### src/rtl/core/sfcd_pkg.sv
// ----------------------------------------------------------------------------
// sfcd_pkg: shared types, constants and functions
// Frame layout, CRC-8 step function and the record that passes from the
// byte assembler to the scaling back end.
// ----------------------------------------------------------------------------
package sfcd_pkg;

   localparam int BYTE_W    = 8;
   localparam int WORD_W    = 16;
   localparam int POS_W     = 4;
   localparam int TEMP_W    = 15;
   localparam int HUMID_W   = 14;
   localparam int RSP_DATA_W = 48;

   // Byte positions inside the nine-byte frame.
   localparam logic [POS_W-1:0] POS_CO2_HI   = 4'd0;
   localparam logic [POS_W-1:0] POS_CO2_LO   = 4'd1;
   localparam logic [POS_W-1:0] POS_CO2_CRC  = 4'd2;
   localparam logic [POS_W-1:0] POS_TEMP_HI  = 4'd3;
   localparam logic [POS_W-1:0] POS_TEMP_LO  = 4'd4;
   localparam logic [POS_W-1:0] POS_TEMP_CRC = 4'd5;
   localparam logic [POS_W-1:0] POS_HUM_HI   = 4'd6;
   localparam logic [POS_W-1:0] POS_HUM_LO   = 4'd7;
   localparam logic [POS_W-1:0] POS_HUM_CRC  = 4'd8;
   localparam logic [POS_W-1:0] POS_LAST     = POS_HUM_CRC;

   localparam logic [BYTE_W-1:0] CRC_INIT = 8'hFF;
   localparam logic [BYTE_W-1:0] CRC_POLY = 8'h31;

   // Scaling: hundredths of the physical unit over a 16-bit raw word.
   localparam logic [WORD_W-1:0] TEMP_SPAN   = 16'd17500;
   localparam logic [WORD_W-1:0] HUMID_SPAN  = 16'd10000;
   localparam logic [TEMP_W-1:0] TEMP_OFFSET = 15'd4500;

   localparam int QUEUE_DEPTH = 2;
   localparam int QUEUE_IDX_W = 1;
   localparam int QUEUE_CNT_W = 2;

   typedef struct packed {
      logic [WORD_W-1:0] co2_word;
      logic [WORD_W-1:0] temp_word;
      logic [WORD_W-1:0] humid_word;
      logic              crc_failed;
   } frame_rec_type;

   typedef struct packed {
      logic full;
      logic empty;
   } queue_stat_type;

   // One byte through the MSB-first CRC-8 shift register.
   function automatic logic [BYTE_W-1:0] crc_update(input logic [BYTE_W-1:0] crc,
                                                   input logic [BYTE_W-1:0] data);
      logic [BYTE_W-1:0] c;
      c = crc ^ data;
      for (int k = 0; k < BYTE_W; k++) begin
         if (c[BYTE_W-1]) begin
            c = {c[BYTE_W-2:0], 1'b0} ^ CRC_POLY;
         end else begin
            c = {c[BYTE_W-2:0], 1'b0};
         end
      end
      return c;
   endfunction

endpackage

### src/rtl/core/sfcd_front.sv
// ----------------------------------------------------------------------------
// sfcd_front: frame byte assembler
// Tracks the byte position, runs the CRC-8 per word, assembles the three
// words and pushes one frame record after the last byte.
// ----------------------------------------------------------------------------
module sfcd_front (
   input  logic                          clock,
   input  logic                          reset,
   input  logic                          req_tvalid,
   output logic                          req_tready,
   input  logic [sfcd_pkg::BYTE_W-1:0]   rx_byte,
   input  logic                          frame_start,
   input  sfcd_pkg::queue_stat_type      queue_stat,
   output logic                          push_valid,
   output sfcd_pkg::frame_rec_type       push_rec
);
   import sfcd_pkg::*;

   logic [POS_W-1:0]  pos_ff, pos_in;
   logic [BYTE_W-1:0] crc_ff, crc_in;
   logic              failed_ff, failed_in;
   logic [WORD_W-1:0] co2_ff, temp_ff, humid_ff;

   logic              accept;
   logic [POS_W-1:0]  pos_eff;
   logic              fail_base;
   logic              mismatch;

   assign req_tready = !queue_stat.full;
   assign accept     = req_tvalid && req_tready;

   // A frame start, or a position past the end, counts as the first byte.
   assign pos_eff   = (frame_start || (pos_ff > POS_LAST)) ? POS_CO2_HI : pos_ff;
   assign fail_base = frame_start ? 1'b0 : failed_ff;
   assign mismatch  = (crc_ff != rx_byte);

   always_comb begin
      pos_in    = (pos_eff == POS_LAST) ? POS_CO2_HI : pos_eff + 4'd1;
      crc_in    = crc_ff;
      failed_in = fail_base;
      case (pos_eff)
         POS_CO2_HI, POS_TEMP_HI, POS_HUM_HI: begin
            crc_in = crc_update(CRC_INIT, rx_byte);
         end
         POS_CO2_LO, POS_TEMP_LO, POS_HUM_LO: begin
            crc_in = crc_update(crc_ff, rx_byte);
         end
         POS_CO2_CRC, POS_TEMP_CRC: begin
            crc_in    = CRC_INIT;
            failed_in = fail_base | mismatch;
         end
         POS_HUM_CRC: begin
            crc_in    = CRC_INIT;
            failed_in = 1'b0;
         end
         default: begin
            crc_in = crc_ff;
         end
      endcase
   end

   always_ff @(posedge clock) begin
      if (reset) begin
         pos_ff    <= POS_CO2_HI;
         crc_ff    <= CRC_INIT;
         failed_ff <= 1'b0;
      end else if (accept) begin
         pos_ff    <= pos_in;
         crc_ff    <= crc_in;
         failed_ff <= failed_in;
      end
   end

   always_ff @(posedge clock) begin
      if (accept) begin
         case (pos_eff)
            POS_CO2_HI:  co2_ff[15:8]   <= rx_byte;
            POS_CO2_LO:  co2_ff[7:0]    <= rx_byte;
            POS_TEMP_HI: temp_ff[15:8]  <= rx_byte;
            POS_TEMP_LO: temp_ff[7:0]   <= rx_byte;
            POS_HUM_HI:  humid_ff[15:8] <= rx_byte;
            POS_HUM_LO:  humid_ff[7:0]  <= rx_byte;
            default: begin
            end
         endcase
      end
   end

   assign push_valid          = accept && (pos_eff == POS_LAST);
   assign push_rec.co2_word   = co2_ff;
   assign push_rec.temp_word  = temp_ff;
   assign push_rec.humid_word = humid_ff;
   assign push_rec.crc_failed = fail_base | mismatch;

endmodule

### src/rtl/core/sfcd_queue.sv
// ----------------------------------------------------------------------------
// sfcd_queue: frame record queue
// Two-entry register queue between the byte assembler and the back end.
// ----------------------------------------------------------------------------
module sfcd_queue (
   input  logic                      clock,
   input  logic                      reset,
   input  logic                      push_valid,
   input  sfcd_pkg::frame_rec_type   push_rec,
   input  logic                      pop,
   output sfcd_pkg::frame_rec_type   pop_rec,
   output sfcd_pkg::queue_stat_type  queue_stat
);
   import sfcd_pkg::*;

   frame_rec_type           entry_ff [QUEUE_DEPTH];
   logic [QUEUE_IDX_W-1:0]  wr_ptr_ff, rd_ptr_ff;
   logic [QUEUE_CNT_W-1:0]  count_ff, count_in;
   logic                    do_push, do_pop;

   assign queue_stat.full  = (count_ff == QUEUE_CNT_W'(QUEUE_DEPTH));
   assign queue_stat.empty = (count_ff == '0);

   assign do_push = push_valid && !queue_stat.full;
   assign do_pop  = pop && !queue_stat.empty;

   always_comb begin
      count_in = count_ff;
      if (do_push && !do_pop) begin
         count_in = count_ff + 1'b1;
      end else if (do_pop && !do_push) begin
         count_in = count_ff - 1'b1;
      end
   end

   always_ff @(posedge clock) begin
      if (reset) begin
         wr_ptr_ff <= '0;
         rd_ptr_ff <= '0;
         count_ff  <= '0;
      end else begin
         if (do_push) begin
            wr_ptr_ff <= wr_ptr_ff + 1'b1;
         end
         if (do_pop) begin
            rd_ptr_ff <= rd_ptr_ff + 1'b1;
         end
         count_ff <= count_in;
      end
   end

   always_ff @(posedge clock) begin
      if (do_push) begin
         entry_ff[wr_ptr_ff] <= push_rec;
      end
   end

   assign pop_rec = entry_ff[rd_ptr_ff];

endmodule

### src/rtl/core/sfcd_back.sv
// ----------------------------------------------------------------------------
// sfcd_back: measurement scaling back end
// Multiplies the raw temperature and humidity words by their spans, then
// takes the upper bits, applies the temperature offset and holds the result
// in the output register.
// ----------------------------------------------------------------------------
module sfcd_back (
   input  logic                           clock,
   input  logic                           reset,
   input  sfcd_pkg::queue_stat_type       queue_stat,
   input  sfcd_pkg::frame_rec_type        pop_rec,
   output logic                           pop,
   output logic                           rsp_tvalid,
   input  logic                           rsp_tready,
   output logic [sfcd_pkg::WORD_W-1:0]    co2_ppm,
   output logic [sfcd_pkg::TEMP_W-1:0]    temp_centi,
   output logic [sfcd_pkg::HUMID_W-1:0]   humid_centi,
   output logic                           frame_status
);
   import sfcd_pkg::*;

   localparam int PROD_W = 2 * WORD_W;

   logic                a_valid_ff;
   logic [PROD_W-1:0]   a_temp_prod_ff, a_humid_prod_ff;
   logic [WORD_W-1:0]   a_co2_ff;
   logic                a_failed_ff;

   logic                out_valid_ff;
   logic [WORD_W-1:0]   co2_ff;
   logic [TEMP_W-1:0]   temp_ff, temp_in;
   logic [HUMID_W-1:0]  humid_ff, humid_in;
   logic                status_ff;

   logic                out_ready, a_ready;

   assign out_ready = !out_valid_ff || rsp_tready;
   assign a_ready   = !a_valid_ff || out_ready;
   assign pop       = !queue_stat.empty && a_ready;

   always_ff @(posedge clock) begin
      if (reset) begin
         a_valid_ff <= 1'b0;
      end else if (a_ready) begin
         a_valid_ff <= pop;
      end
   end

   always_ff @(posedge clock) begin
      if (pop) begin
         a_temp_prod_ff  <= PROD_W'(pop_rec.temp_word) * PROD_W'(TEMP_SPAN);
         a_humid_prod_ff <= PROD_W'(pop_rec.humid_word) * PROD_W'(HUMID_SPAN);
         a_co2_ff        <= pop_rec.co2_word;
         a_failed_ff     <= pop_rec.crc_failed;
      end
   end

   // Floor of the product over 65536; the subtraction wraps in two's complement.
   assign temp_in  = a_temp_prod_ff[WORD_W +: TEMP_W] - TEMP_OFFSET;
   assign humid_in = a_humid_prod_ff[WORD_W +: HUMID_W];

   always_ff @(posedge clock) begin
      if (reset) begin
         out_valid_ff <= 1'b0;
      end else if (out_ready) begin
         out_valid_ff <= a_valid_ff;
      end
   end

   always_ff @(posedge clock) begin
      if (out_ready && a_valid_ff) begin
         co2_ff    <= a_co2_ff;
         temp_ff   <= temp_in;
         humid_ff  <= humid_in;
         status_ff <= a_failed_ff;
      end
   end

   assign rsp_tvalid   = out_valid_ff;
   assign co2_ppm      = co2_ff;
   assign temp_centi   = temp_ff;
   assign humid_centi  = humid_ff;
   assign frame_status = status_ff;

endmodule

### src/rtl/core/sensor_frame_crc_decoder_unit.sv
// ----------------------------------------------------------------------------
// sensor_frame_crc_decoder_unit: sensor measurement frame decoder
// Decodes a nine-byte CO2 / temperature / humidity frame with CRC-8 checks.
// ----------------------------------------------------------------------------
// The block takes one frame byte per item on the req channel, in wire order,
// and accepts a byte in every clock cycle as long as its two-entry frame
// queue has room. A frame holds three words (CO2, raw temperature, raw
// humidity), each two bytes most significant first plus a CRC-8 byte
// (polynomial 0x31, initial value 0xFF). A set req_tuser marks the first byte
// of a frame and drops any partial frame; without it, frames simply follow
// one another. After the ninth byte one result item appears on the rsp
// channel, passing the queue stage, one multiplier stage and the output
// register: the CO2 word, temperature in signed hundredths of a degree
// Celsius (floor(17500*raw/65536) - 4500), humidity in hundredths of a
// percent (floor(10000*raw/65536)), and in rsp_tuser a flag that is set
// when any of the three CRC bytes did not match. Results keep flowing
// while the output waits, until the queue fills; then req_tready drops.
// ----------------------------------------------------------------------------
module sensor_frame_crc_decoder_unit (
   input  logic        clock,
   input  logic        reset,
   input  logic        req_tvalid,
   output logic        req_tready,
   input  logic [7:0]  req_tdata,   // [7:0] rx_byte
   input  logic        req_tuser,   // [0] frame_start
   output logic        rsp_tvalid,
   input  logic        rsp_tready,
   output logic [47:0] rsp_tdata,   // [15:0] co2_ppm, [30:16] temp_centi,
                                    // [44:31] humid_centi, [47:45] zero
   output logic        rsp_tuser    // [0] frame_status
);
   import sfcd_pkg::*;

   queue_stat_type       queue_stat;
   frame_rec_type        push_rec, pop_rec;
   logic                 push_valid, pop;
   logic [WORD_W-1:0]    co2_ppm;
   logic [TEMP_W-1:0]    temp_centi;
   logic [HUMID_W-1:0]   humid_centi;
   logic                 frame_status;

   // Front end: position tracking, CRC and word assembly.
   sfcd_front u_front (
      .clock       (clock),
      .reset       (reset),
      .req_tvalid  (req_tvalid),
      .req_tready  (req_tready),
      .rx_byte     (req_tdata),
      .frame_start (req_tuser),
      .queue_stat  (queue_stat),
      .push_valid  (push_valid),
      .push_rec    (push_rec)
   );

   // The queue lets the front keep taking bytes while the result side stalls.
   sfcd_queue u_queue (
      .clock      (clock),
      .reset      (reset),
      .push_valid (push_valid),
      .push_rec   (push_rec),
      .pop        (pop),
      .pop_rec    (pop_rec),
      .queue_stat (queue_stat)
   );

   // Back end: fixed-point scaling and the output register.
   sfcd_back u_back (
      .clock        (clock),
      .reset        (reset),
      .queue_stat   (queue_stat),
      .pop_rec      (pop_rec),
      .pop          (pop),
      .rsp_tvalid   (rsp_tvalid),
      .rsp_tready   (rsp_tready),
      .co2_ppm      (co2_ppm),
      .temp_centi   (temp_centi),
      .humid_centi  (humid_centi),
      .frame_status (frame_status)
   );

   assign rsp_tdata = {3'b000, humid_centi, temp_centi, co2_ppm};
   assign rsp_tuser = frame_status;

endmodule

### config.mk
export PLATFORM = sky130hd
export DESIGN_NAME = sensor_frame_crc_decoder_unit
export DESIGN_NICKNAME = d
export VERILOG_FILES = /design/src/rtl/core/sfcd_pkg.sv /design/src/rtl/core/sfcd_front.sv /design/src/rtl/core/sfcd_queue.sv /design/src/rtl/core/sfcd_back.sv /design/src/rtl/core/sensor_frame_crc_decoder_unit.sv
export SDC_FILE = /design/constraint.sdc
export NUM_CORES = 1
export LEC_CHECK = 0
export ABC_AREA = 1
export BUFFER_PORTS_ARGS = -buffer_cell sky130_fd_sc_hd__buf_4
export CELL_PAD_IN_SITES_DETAIL_PLACEMENT = 1
export CELL_PAD_IN_SITES_GLOBAL_PLACEMENT = 1
export CORE_AREA = 3 3 174 176
export DETAILED_ROUTE_END_ITERATION = 8
export DIE_AREA = 0 0 177 179
export GPL_ROUTABILITY_DRIVEN = 0
export HOLD_SLACK_MARGIN = 0.1
export PLACE_DENSITY_LB_ADDON = 0.08
export SYNTH_ARGS = -nofsm -noshare
export SYNTH_HDL_FRONTEND = slang
export SYNTH_SLANG_ARGS = --single-unit
### constraint.sdc
create_clock -name clock -period 13.45 [get_ports clock]
set_input_delay 0.6725 -clock clock [delete_from_list [all_inputs] [get_ports clock]]
set_output_delay 0.6725 -clock clock [all_outputs]
set_load 0.02 [all_outputs]
After elaboration in Yosys (flattened, before gate mapping)
Memory sizes are Yosys's and may differ from the RTL's. A register that Yosys moved wholly into a read port is not among the register bits. Index checks and enable logic that the tools add are counted.

Memories kept: 1. Register bits: 185. Output and inout bits: 51. Word-level logic and storage cells: 134. RAM bits: 98.

$mul: 2. Magnitude comparators: 1. Bitwise operators: 19. Mux-type cells: 41. Equal/unequal tests: 10. Reductions and logical operators: 32. Add/sub/neg operators: 6.

Memories: u_queue.entry_ff (depth 2, bits a word 49, read ports 1, clocked after Yosys merged registers in 1, write ports 1, line sfcd_queue.sv:16) `frame_rec_type entry_ff [QUEUE_DEPTH];`.

Operator list (number): $mux W8 (14); $mux W6 (16); $not A3 Y3 (16); $mul A16 B13 Y29 const B (1); $mul A16 B10 Y26 const B (1); $pmux W8 S3 (1); $eq A4 B3 Y1 const B (4); $sub A15 B13 Y15 const B (1); $reduce_and A2 Y1 (7); $reduce_or A3 Y1 (3); $eq A4 B2 Y1 const B (2); $logic_and A1 B1 Y1 (8); $mux W4 (2); $ne A8 B8 Y1 (1); $not A8 Y8 (1); $xor A8 B8 Y8 (1); $logic_not A1 Y1 (6); $mux W1 (5); $add A4 B1 Y4 const B (1); $eq A4 B1 Y1 const B (1); $eq A4 B4 Y1 const B (1); $gt A4 B4 Y1 const B (1); $logic_not A4 Y1 (1); $mux W2 (2); 11 further kinds (14).

Longest topological paths before layout
Gate-level depths: netlist of the first run.

Word-level depth: 27. Gate-level depth with buffers: 25. Mapped depth without buffers: 24.

By module
Synthesis of the first run repeated with hierarchy kept, for this count alone.

Cell total of the unflattened synthesis: 1510. Area total of the unflattened synthesis: 16203.0 µm².

Modules (own cells, without submodules): sfcd_back (sequential area each 2802.7 µm², times used 1, area an instance 9429.0 µm², cells an instance 1013); sfcd_queue (sequential area each 3042.9 µm², times used 1, area an instance 3827.4 µm², cells an instance 189); sfcd_front (sequential area each 1701.6 µm², times used 1, area an instance 2920.3 µm², cells an instance 304); sensor_frame_crc_decoder_unit (sequential area each 0.0 µm², times used 1, area an instance 26.3 µm², cells an instance 4).

Worst setup path after synthesis of the first run
OpenSTA, ideal clock, no wires.

Path kind: flip-flop to flip-flop. From: register (tool-made name). To: register u_back.a_temp_prod_ff[23] (data pin). Setup slack: 8.522 ns. Data arrival time: 4.672 ns. Data required time: 13.194 ns. Cell stages (with the launch flop): 23. Path buffers: 1. Cells stage by stage: dfxtp_1 > inv_1 > clkbuf_1 > or2_2 > o21ai_0 > inv_1 > ha_1 > inv_1 > fa_1 > inv_1 > ha_1 > fa_1 > inv_1 > fa_1 > inv_1 > ha_1 > nand2_1 > nor4_1 > nand2_1 > a21boi_0 > nor2_1 > nand2_1 > nand2_1.

RTL lines: to (signal assigned) (line sfcd_back.sv:51) `a_temp_prod_ff <= PROD_W'(pop_rec.temp_word) * PROD_W'(TEMP_SPAN);`; to (decl) (line sfcd_back.sv:25) `logic [PROD_W-1:0] a_temp_prod_ff, a_humid_prod_ff;`.

==> run_summary.xml, run 1 <==
<?xml version="1.0" encoding="UTF-8"?>
<metrics>
  <group name="routing">
    <metric name="vias_per_cell" unit="">5.27</metric>
    <metric name="dr_total_vias" unit="">10200</metric>
    <metric name="post-route-drc-count" unit="">0</metric>
    <metric name="route.detailed.wl_per_inst" unit="um">18.4</metric>
    <metric name="antenna_nets_post_route" unit="">0</metric>
    <metric name="final_wirelength" unit="um">35600</metric>
    <metric name="detail_route.iter0.violations" unit="">506</metric>
    <metric name="detail_route.first_pass.iterations" unit="">5</metric>
  </group>
  <group name="worst_setup_path">
    <metric name="crit_path_top_cell_by_count" unit="">sky130_fd_sc_hd__inv_1</metric>
    <metric name="worst-setup-path-type" unit="">register to register</metric>
    <metric name="cp-end-kind" unit="">register</metric>
    <metric name="crit_slowest_cell" unit="">sky130_fd_sc_hd__fa_1</metric>
    <metric name="critPathLaunchType" unit="">register</metric>
    <metric name="worst-endpoint-required" unit="ns">13.75</metric>
    <metric name="worst-endpoint-arrival" unit="ns">6.08</metric>
    <metric name="cell_by_cell_listing_of_the_critical_path" unit="">inv_1 &gt; buf_4 &gt; or2_2 &gt; o21ai_0 &gt; inv_1 &gt; ha_1 &gt; inv_1 &gt; fa_1 &gt; inv_1 &gt; ha_1 &gt; fa_1 &gt; inv_1 &gt; fa_1 &gt; inv_1 &gt; ha_1 &gt; a21oi_1 &gt; a21boi_0 &gt; o21bai_1 &gt; a21oi_1 &gt; nand2_1 &gt; nand2_1 &gt; nand2_1</metric>
    <metric name="cpPeakStageDelay" unit="ns">0.53</metric>
    <metric name="critical_path_peak_fanout" unit="">39</metric>
  </group>
  <group name="synth">
    <metric name="post_synth.cell_area_avg" unit="um^2">10.7</metric>
    <metric name="synth-edff-count" unit="">238</metric>
    <metric name="post_synth_instance_area" unit="um^2">15600</metric>
    <metric name="netlist_instances" unit="">1452</metric>
    <metric name="number_of_storage_elements_in_the_synthesis_netlist" unit="">258</metric>
    <metric name="synth.lib_cells_used.distinct" unit="">42</metric>
    <metric name="synth_async_sr_flop_share" unit="%">0</metric>
    <metric name="yosysWarnings" unit="">0</metric>
    <metric name="yosys_most_used_dff" unit="">sky130_fd_sc_hd__edfxtp_1</metric>
    <metric name="synth.yosys.seq_area_share" unit="%">48.5</metric>
  </group>
  <group name="global_route">
    <metric name="grt_start_max_net_pins" unit="">50</metric>
    <metric name="track_usage" unit="%">23.1</metric>
    <metric name="global_route.peak_usage_layer" unit="">met2</metric>
    <metric name="grt_remaining_overflow" unit="">0</metric>
    <metric name="gr_layer_usage_met2" unit="%">42.0</metric>
    <metric name="grtUsageMet3" unit="%">2.73</metric>
    <metric name="antenna_found_initial" unit="">0</metric>
    <metric name="gr-usage-met1" unit="%">29.9</metric>
    <metric name="grt_first_pass_wirelength" unit="um">57500</metric>
    <metric name="grt_pass1_vias" unit="">10900</metric>
  </group>
  <group name="sta">
    <metric name="final-hold-violation-count" unit="">0</metric>
    <metric name="layout_worst_path_cycle_share" unit="%">43.0</metric>
    <metric name="worst-slew-pin-transition" unit="ns">1.27</metric>
    <metric name="rsz0062_at_grt" unit="">no</metric>
    <metric name="slew_violations" unit="">0</metric>
    <metric name="worst_slew_margin_rel" unit="%">14.5</metric>
    <metric name="tns" unit="ns">0</metric>
    <metric name="min_period" unit="ns">5.78</metric>
    <metric name="worst_hold_slack" unit="ns">0.386</metric>
    <metric name="fmax" unit="MHz">173</metric>
    <metric name="report.final.setup_viol" unit="">0</metric>
    <metric name="clock_skew" unit="ns">0.0388</metric>
  </group>
  <group name="worst_hold_path">
    <metric name="worstHoldPathType" unit="">input pin to register</metric>
  </group>
  <group name="final_layout">
    <metric name="n_fill_cell" unit="">3112</metric>
    <metric name="final_net_count" unit="">1792</metric>
    <metric name="number_of_diodes" unit="">0</metric>
    <metric name="multi_input_area" unit="um^2">7070</metric>
    <metric name="area_growth_syn_to_layout" unit="%">11.7</metric>
    <metric name="mostFrequentLayoutCells" unit="">sky130_fd_sc_hd__nand2_1, sky130_fd_sc_hd__edfxtp_1, sky130_fd_sc_hd__inv_1</metric>
    <metric name="final-seq-area" unit="um^2">7550</metric>
    <metric name="drive_gt1_share" unit="%">9.09</metric>
    <metric name="layout_commonest_cell" unit="">sky130_fd_sc_hd__nand2_1</metric>
  </group>
  <group name="clock_network">
    <metric name="cts.reportedPaths.clkPinSlew" unit="ns">0.06</metric>
    <metric name="cts_post_setup_buffers_inserted" unit="">0</metric>
    <metric name="cts.path.max_buffers" unit="">3</metric>
    <metric name="cts_htree_levels" unit="">1</metric>
    <metric name="clk_latency" unit="ns">0.57</metric>
    <metric name="cts_root_buf" unit="">sky130_fd_sc_hd__clkbuf_16</metric>
    <metric name="cts_hold_repair.buffers" unit="">0</metric>
    <metric name="clkSinkCount" unit="">258</metric>
    <metric name="cts_made_buffers" unit="">28</metric>
    <metric name="cts_resized" unit="">0</metric>
    <metric name="tritoncts" unit="">built</metric>
  </group>
  <group name="die">
    <metric name="rows" unit="">62</metric>
    <metric name="initial_core_util" unit="%">54.1</metric>
    <metric name="fp.dieArea" unit="um^2">31700</metric>
    <metric name="die_x" unit="um">177</metric>
    <metric name="floorplan.core_area" unit="um^2">28800</metric>
    <metric name="die_height" unit="um">179</metric>
    <metric name="boundaryPins" unit="">64</metric>
  </group>
  <group name="run">
    <metric name="drv.max_cap_violation_count" unit="">0</metric>
  </group>
  <group name="place">
    <metric name="port_buffers" unit="">60</metric>
    <metric name="post-dp-hpwl" unit="um">27400</metric>
  </group>
  <group name="status">
    <metric name="run_status" unit="">finished clean</metric>
  </group>
</metrics>
stage by stage:
stage	setup WS (ns)	utilization [%]	instances	cell area, um^2
after detailed placement	7.64	57.3	1886	16500
after floorplan	8.52	-	1454	15600
after global placement	7.91	57.3	1886	16500
after global routing	7.18	60.5	1936	17400
after CTS	7.62	60.5	1936	17400
final	7.67	60.5	1936	17400
sequential cells by signal, indices dropped and copies added, names as in the netlist, named ones only:
| signal | cells |
|---|---|
| u_back.a_co2_ff | 16 |
| u_back.a_failed_ff | 1 |
| u_back.a_humid_prod_ff | 14 |
| u_back.a_temp_prod_ff | 15 |
| u_back.a_valid_ff | 1 |
| u_back.co2_ppm | 16 |
| u_back.frame_status | 1 |
| u_back.humid_centi | 14 |
| u_back.rsp_tvalid | 1 |
| u_back.temp_centi | 15 |
| u_front.co2_ff | 16 |
| u_front.crc_ff | 8 |
| u_front.failed_ff | 1 |
| u_front.humid_ff | 16 |
| u_front.pos_ff | 4 |
| u_front.temp_ff | 16 |
| u_queue.count_ff | 2 |
| u_queue.entry_ff | 98 |
| u_queue.rd_ptr_ff | 1 |
| u_queue.wr_ptr_ff | 1 |
layer usage:
metal,wire [um],share of wire [%]
met1,15600,44
met2,18100,51
met3,1230,3.5
met4,687,1.9
met5,0,0
final cells by class:
cell class                      instances  area share (%)
Clock buffer                           35            4.18
Clock inverter                         15            1.04
Inverter                              238            5.16
Multi-Input combinational cell        940            40.6
Sequential cell                       258            43.4
Tap cell                              384            2.76
Timing Repair Buffer                   66            2.85
cells by family (layout without fill, tap and decap cells):
kind of cell / after synthesis / after routing / share of synthesized area [%]
xor gates and xnor gates: 51 / 51 / 2.96
DFF: 258 / 258 / 48.5
other: 1 / 3 / 0.0241
AOI/OAI and AO/OA: 152 / 152 / 5.21
buffers and inverters: 256 / 354 / 6.34
adders and majority gates: 247 / 247 / 23.6
and+or+nand+nor: 487 / 487 / 13.4
cells in the mapped netlist (2+ instances only):
library cell / count / area share (%)
sky130_fd_sc_hd__nor2_1: 60 / 1.4
sky130_fd_sc_hd__clkbuf_1: 12 / 0.29
sky130_fd_sc_hd__o21ai_0: 55 / 1.8
sky130_fd_sc_hd__xor2_1: 30 / 1.7
sky130_fd_sc_hd__nand2_1: 312 / 7.5
sky130_fd_sc_hd__nand4_1: 8 / 0.32
sky130_fd_sc_hd__buf_2: 2 / 0.064
sky130_fd_sc_hd__inv_2: 3 / 0.072
sky130_fd_sc_hd__a21boi_0: 3 / 0.14
sky130_fd_sc_hd__buf_4: 3 / 0.14
sky130_fd_sc_hd__a211oi_1: 2 / 0.096
sky130_fd_sc_hd__a21o_1: 3 / 0.14
sky130_fd_sc_hd__nand3b_1: 4 / 0.19
sky130_fd_sc_hd__a21oi_1: 74 / 2.4
sky130_fd_sc_hd__o21ai_1: 2 / 0.064
sky130_fd_sc_hd__xnor2_1: 20 / 1.1
sky130_fd_sc_hd__fa_1: 78 / 10
sky130_fd_sc_hd__dfxtp_1: 20 / 2.6
sky130_fd_sc_hd__inv_1: 234 / 5.6
sky130_fd_sc_hd__o21a_1: 3 / 0.14
sky130_fd_sc_hd__nor3_1: 13 / 0.42
sky130_fd_sc_hd__o21bai_1: 6 / 0.29
sky130_fd_sc_hd__edfxtp_1: 238 / 46
sky130_fd_sc_hd__ha_1: 169 / 14
sky130_fd_sc_hd__nand3_1: 54 / 1.7
sky130_fd_sc_hd__nor4_1: 7 / 0.28
sky130_fd_sc_hd__or2_2: 18 / 0.72
sky130_fd_sc_hd__nand2_2: 3 / 0.12
sky130_fd_sc_hd__o211ai_1: 3 / 0.14
worst max-delay path: cells and delay by family, from the launching register on:
| kind | cells | cell delay, ns |
|---|---|---|
| adders and majority gates | 6 | 2.52 |
| AOI/OAI and AO/OA | 5 | 1.21 |
| buffers and inverters | 7 | 0.92 |
| and+or+nand+nor | 4 | 0.48 |
| DFF | 1 | 0.35 |
path summary, 6_finish.rpt:
path / start / endpoint / slack, ns / depth (start not counted)
hold / removal: reset / u_front.pos_ff[0] / 0.39 / 2
hold reg to reg: u_back.a_temp_prod_ff[16] / u_back.temp_centi[0] / 0.42 / 0
setup reg to reg: register / u_back.a_temp_prod_ff[29] / 7.67 / 22
setup / recovery: register / u_back.a_temp_prod_ff[29] / 7.67 / 22
Power of run 1 is left out: the tool's default activity adds up to more than one toggle a clock period on the data nets, which glitch-free logic cannot reach.
==> run 2, diff against run 1 <==
--- a/config.mk
+++ b/config.mk
@@ -9,9 +9,9 @@
 export BUFFER_PORTS_ARGS = -buffer_cell sky130_fd_sc_hd__buf_4
 export CELL_PAD_IN_SITES_DETAIL_PLACEMENT = 1
 export CELL_PAD_IN_SITES_GLOBAL_PLACEMENT = 1
-export CORE_AREA = 3 3 174 176
+export CORE_AREA = 3 3 188 190
 export DETAILED_ROUTE_END_ITERATION = 8
-export DIE_AREA = 0 0 177 179
+export DIE_AREA = 0 0 191 193
 export GPL_ROUTABILITY_DRIVEN = 0
 export HOLD_SLACK_MARGIN = 0.1
 export PLACE_DENSITY_LB_ADDON = 0.08
==> constraint.sdc (replaced) <==
create_clock -name clock -period 4.95 [get_ports clock]
set_input_delay 0.2475 -clock clock [delete_from_list [all_inputs] [get_ports clock]]
set_output_delay 0.2475 -clock clock [all_outputs]
set_load 0.02 [all_outputs]
==> run 2 against run 1 <==
  * Via count up 2.3%
  * Utilization down 5.3 points
  * Final cell count up 7.8%
  * Sequential share of layout area down 2.6 points
  * First-iteration DRC count down 28%
  * Sequential cell count unchanged
==> run_summary.xml, run 2 (same netlist as run 1, synthesis figures left out) <==
<?xml version="1.0" encoding="UTF-8"?>
<metrics>
  <group name="status">
    <metric name="run_status" unit="">finished clean</metric>
  </group>
  <group name="final_layout">
    <metric name="final_net_count" unit="">1877</metric>
    <metric name="layout_commonest_cell" unit="">sky130_fd_sc_hd__nand2_1</metric>
    <metric name="mostFrequentLayoutCells" unit="">sky130_fd_sc_hd__nand2_1, sky130_fd_sc_hd__edfxtp_1, sky130_fd_sc_hd__inv_1</metric>
    <metric name="area_growth_syn_to_layout" unit="%">19.1</metric>
    <metric name="n_fill_cell" unit="">3605</metric>
    <metric name="regMostFlops" unit="">u_queue.entry_ff</metric>
    <metric name="largest_register_ffs" unit="">98</metric>
    <metric name="drive_gt1_share" unit="%">16.4</metric>
    <metric name="postLayoutCoreUtil" unit="%">55.2</metric>
    <metric name="number_of_diodes" unit="">0</metric>
  </group>
  <group name="worst_hold_path">
    <metric name="min_path_cells" unit="">4</metric>
    <metric name="hp-start" unit="">req_tvalid</metric>
    <metric name="worstHoldPathType" unit="">input pin to register</metric>
  </group>
  <group name="worst_setup_path">
    <metric name="critPathCapture" unit="">u_back.a_humid_prod_ff[25]</metric>
    <metric name="rr_worst_depth" unit="">21</metric>
    <metric name="crit_slowest_cell" unit="">sky130_fd_sc_hd__fa_1</metric>
    <metric name="worst-endpoint-arrival" unit="ns">5.04</metric>
    <metric name="worst-endpoint-required" unit="ns">5.23</metric>
    <metric name="critical-path-top-delay-family" unit="">adder cells</metric>
    <metric name="cpPeakStageDelay" unit="ns">0.52</metric>
    <metric name="regToRegSetupSlack" unit="ns">0.20</metric>
    <metric name="critPathLaunchType" unit="">register</metric>
    <metric name="critical_path_peak_fanout" unit="">22</metric>
    <metric name="cell_by_cell_listing_of_the_critical_path" unit="">inv_2 &gt; buf_12 &gt; or2_2 &gt; o21ai_2 &gt; inv_1 &gt; buf_4 &gt; fa_1 &gt; ha_1 &gt; inv_1 &gt; fa_1 &gt; inv_1 &gt; ha_1 &gt; ha_1 &gt; ha_1 &gt; nand2_1 &gt; nor4_2 &gt; nand2_1 &gt; nand2_2 &gt; nand2_1 &gt; nand3_1 &gt; nand2_1</metric>
    <metric name="worst-setup-path-type" unit="">register to register</metric>
    <metric name="r2r_endpoint" unit="">u_back.a_humid_prod_ff[25]</metric>
    <metric name="timing.critical_path.depth" unit="">21</metric>
    <metric name="cp-end-kind" unit="">register</metric>
    <metric name="bufs_and_invs_on_worst_path" unit="">6</metric>
  </group>
  <group name="routing">
    <metric name="final_wirelength" unit="um">35700</metric>
    <metric name="antenna_nets_post_route" unit="">0</metric>
    <metric name="post-route-drc-count" unit="">0</metric>
    <metric name="vias_per_cell" unit="">5.00</metric>
    <metric name="detail_route.iter0.violations" unit="">364</metric>
    <metric name="detail_route.first_pass.iterations" unit="">4</metric>
    <metric name="dr_total_vias" unit="">10400</metric>
    <metric name="route.detailed.wl_per_inst" unit="um">17.1</metric>
  </group>
  <group name="clock_network">
    <metric name="cts.reportedPaths.clkPinSlew" unit="ns">0.06</metric>
    <metric name="cts_made_buffers" unit="">29</metric>
    <metric name="cts.path.max_buffers" unit="">3</metric>
    <metric name="clk_latency" unit="ns">0.54</metric>
    <metric name="tritoncts" unit="">built</metric>
    <metric name="clkSinkCount" unit="">258</metric>
    <metric name="cts_root_buf" unit="">sky130_fd_sc_hd__clkbuf_16</metric>
    <metric name="cts_htree_levels" unit="">1</metric>
  </group>
  <group name="sta">
    <metric name="slew_violations" unit="">0</metric>
    <metric name="layout_worst_path_cycle_share" unit="%">96.0</metric>
    <metric name="report.final.setup_viol" unit="">0</metric>
    <metric name="final-hold-violation-count" unit="">0</metric>
    <metric name="fmax" unit="MHz">210</metric>
    <metric name="worst_slew_margin_rel" unit="%">31.4</metric>
    <metric name="worst_hold_slack" unit="ns">0.383</metric>
    <metric name="min_period" unit="ns">4.75</metric>
    <metric name="worst-slew-pin-transition" unit="ns">1.03</metric>
    <metric name="clock_skew" unit="ns">0.0154</metric>
  </group>
  <group name="global_route">
    <metric name="grt_start_max_net_pins" unit="">50</metric>
    <metric name="antenna_found_initial" unit="">0</metric>
    <metric name="grt_remaining_overflow" unit="">0</metric>
    <metric name="grt_pass1_vias" unit="">11400</metric>
    <metric name="track_usage" unit="%">19.8</metric>
    <metric name="grt_first_pass_wirelength" unit="um">58000</metric>
  </group>
  <group name="run">
    <metric name="drv.max_cap_violation_count" unit="">0</metric>
  </group>
  <group name="die">
    <metric name="rows" unit="">67</metric>
    <metric name="die_height" unit="um">193</metric>
    <metric name="boundaryPins" unit="">64</metric>
    <metric name="die_x" unit="um">191</metric>
    <metric name="floorplan.core_area" unit="um^2">33600</metric>
    <metric name="initial_core_util" unit="%">46.3</metric>
    <metric name="fp.dieArea" unit="um^2">36900</metric>
  </group>
  <group name="place">
    <metric name="post-dp-hpwl" unit="um">26900</metric>
    <metric name="port_buffers" unit="">60</metric>
  </group>
</metrics>
run 2: cell types whose count changed in the layout (fill, tap and decap cells not counted), sizes merged:
| cell | before | now |
|---|---|---|
| buf | 66 | 138 |
| dlygate4sd3 | 0 | 12 |
| clkinv | 11 | 6 |
| bufinv | 3 | 7 |
| clkinvlp | 0 | 2 |
| inv | 239 | 241 |
run 2: repair_timing:
| item | CTS | global route |
|---|---|---|
| gates resized for setup | 7 | 67 |
| endpoints found under the setup margin | 17 | 25 |
| setup buffers | 2 | 5 |
| gates cloned | 0 | 0 |
| endpoints found under the hold margin | 61 | 0 |
| pin swaps | 0 | 7 |
| hold buffers | 12 | 0 |
run 2: worst min path at each step:
stage                                        end  slack (ns)
after global routing           u_front.pos_ff[2]        0.39
after floorplan                u_front.crc_ff[2]        0.34
final                          u_front.pos_ff[3]        0.38
after global placement        u_back.co2_ppm[10]        0.40
after CTS                      u_front.pos_ff[0]        0.35
after detailed placement  u_back.humid_centi[11]        0.41
run 2: area by class of cell:
class / count / area [um^2] / share of cell area [%]
Inverter: 238 / 898 / 4.84
Multi-Input combinational cell: 940 / 7320 / 39.5
Clock buffer: 35 / 748 / 4.04
Clock inverter: 18 / 278 / 1.50
Sequential cell: 258 / 7550 / 40.7
Tap cell: 448 / 561 / 3.02
Timing Repair Buffer: 150 / 1180 / 6.39
run 2: per-stage QoR:
stage,setup TNS (ns),cells,worst slack (ns),area (um^2)
2_1_floorplan,0,1454,0.0220,15600
3_3_place_gp,0,2015,0.0143,17100
3_5_place_dp,-0.793,2015,-0.116,17100
4_1_cts,0,2082,0.0495,18300
5_1_grt,-0.208,2087,-0.0753,18500
6_report,0,2087,0.196,18500
run 2: worst min-delay path, delay by kind of cell:
| kind | cells | cell delay [ns] |
|---|---|---|
| buf+inv | 1 | 0.08 |
| compound gates | 1 | 0.06 |
| simple gates | 2 | 0.48 |
run 2: layer usage:
metal | global-route usage [%] | wire length [um]
met2 | 36.4 | 17900
met1 | 25.5 | 16300
met5 | 0 | 0
met3 | 2.15 | 991
met4 | 3.75 | 522
Power of run 2 is left out for the same reason.
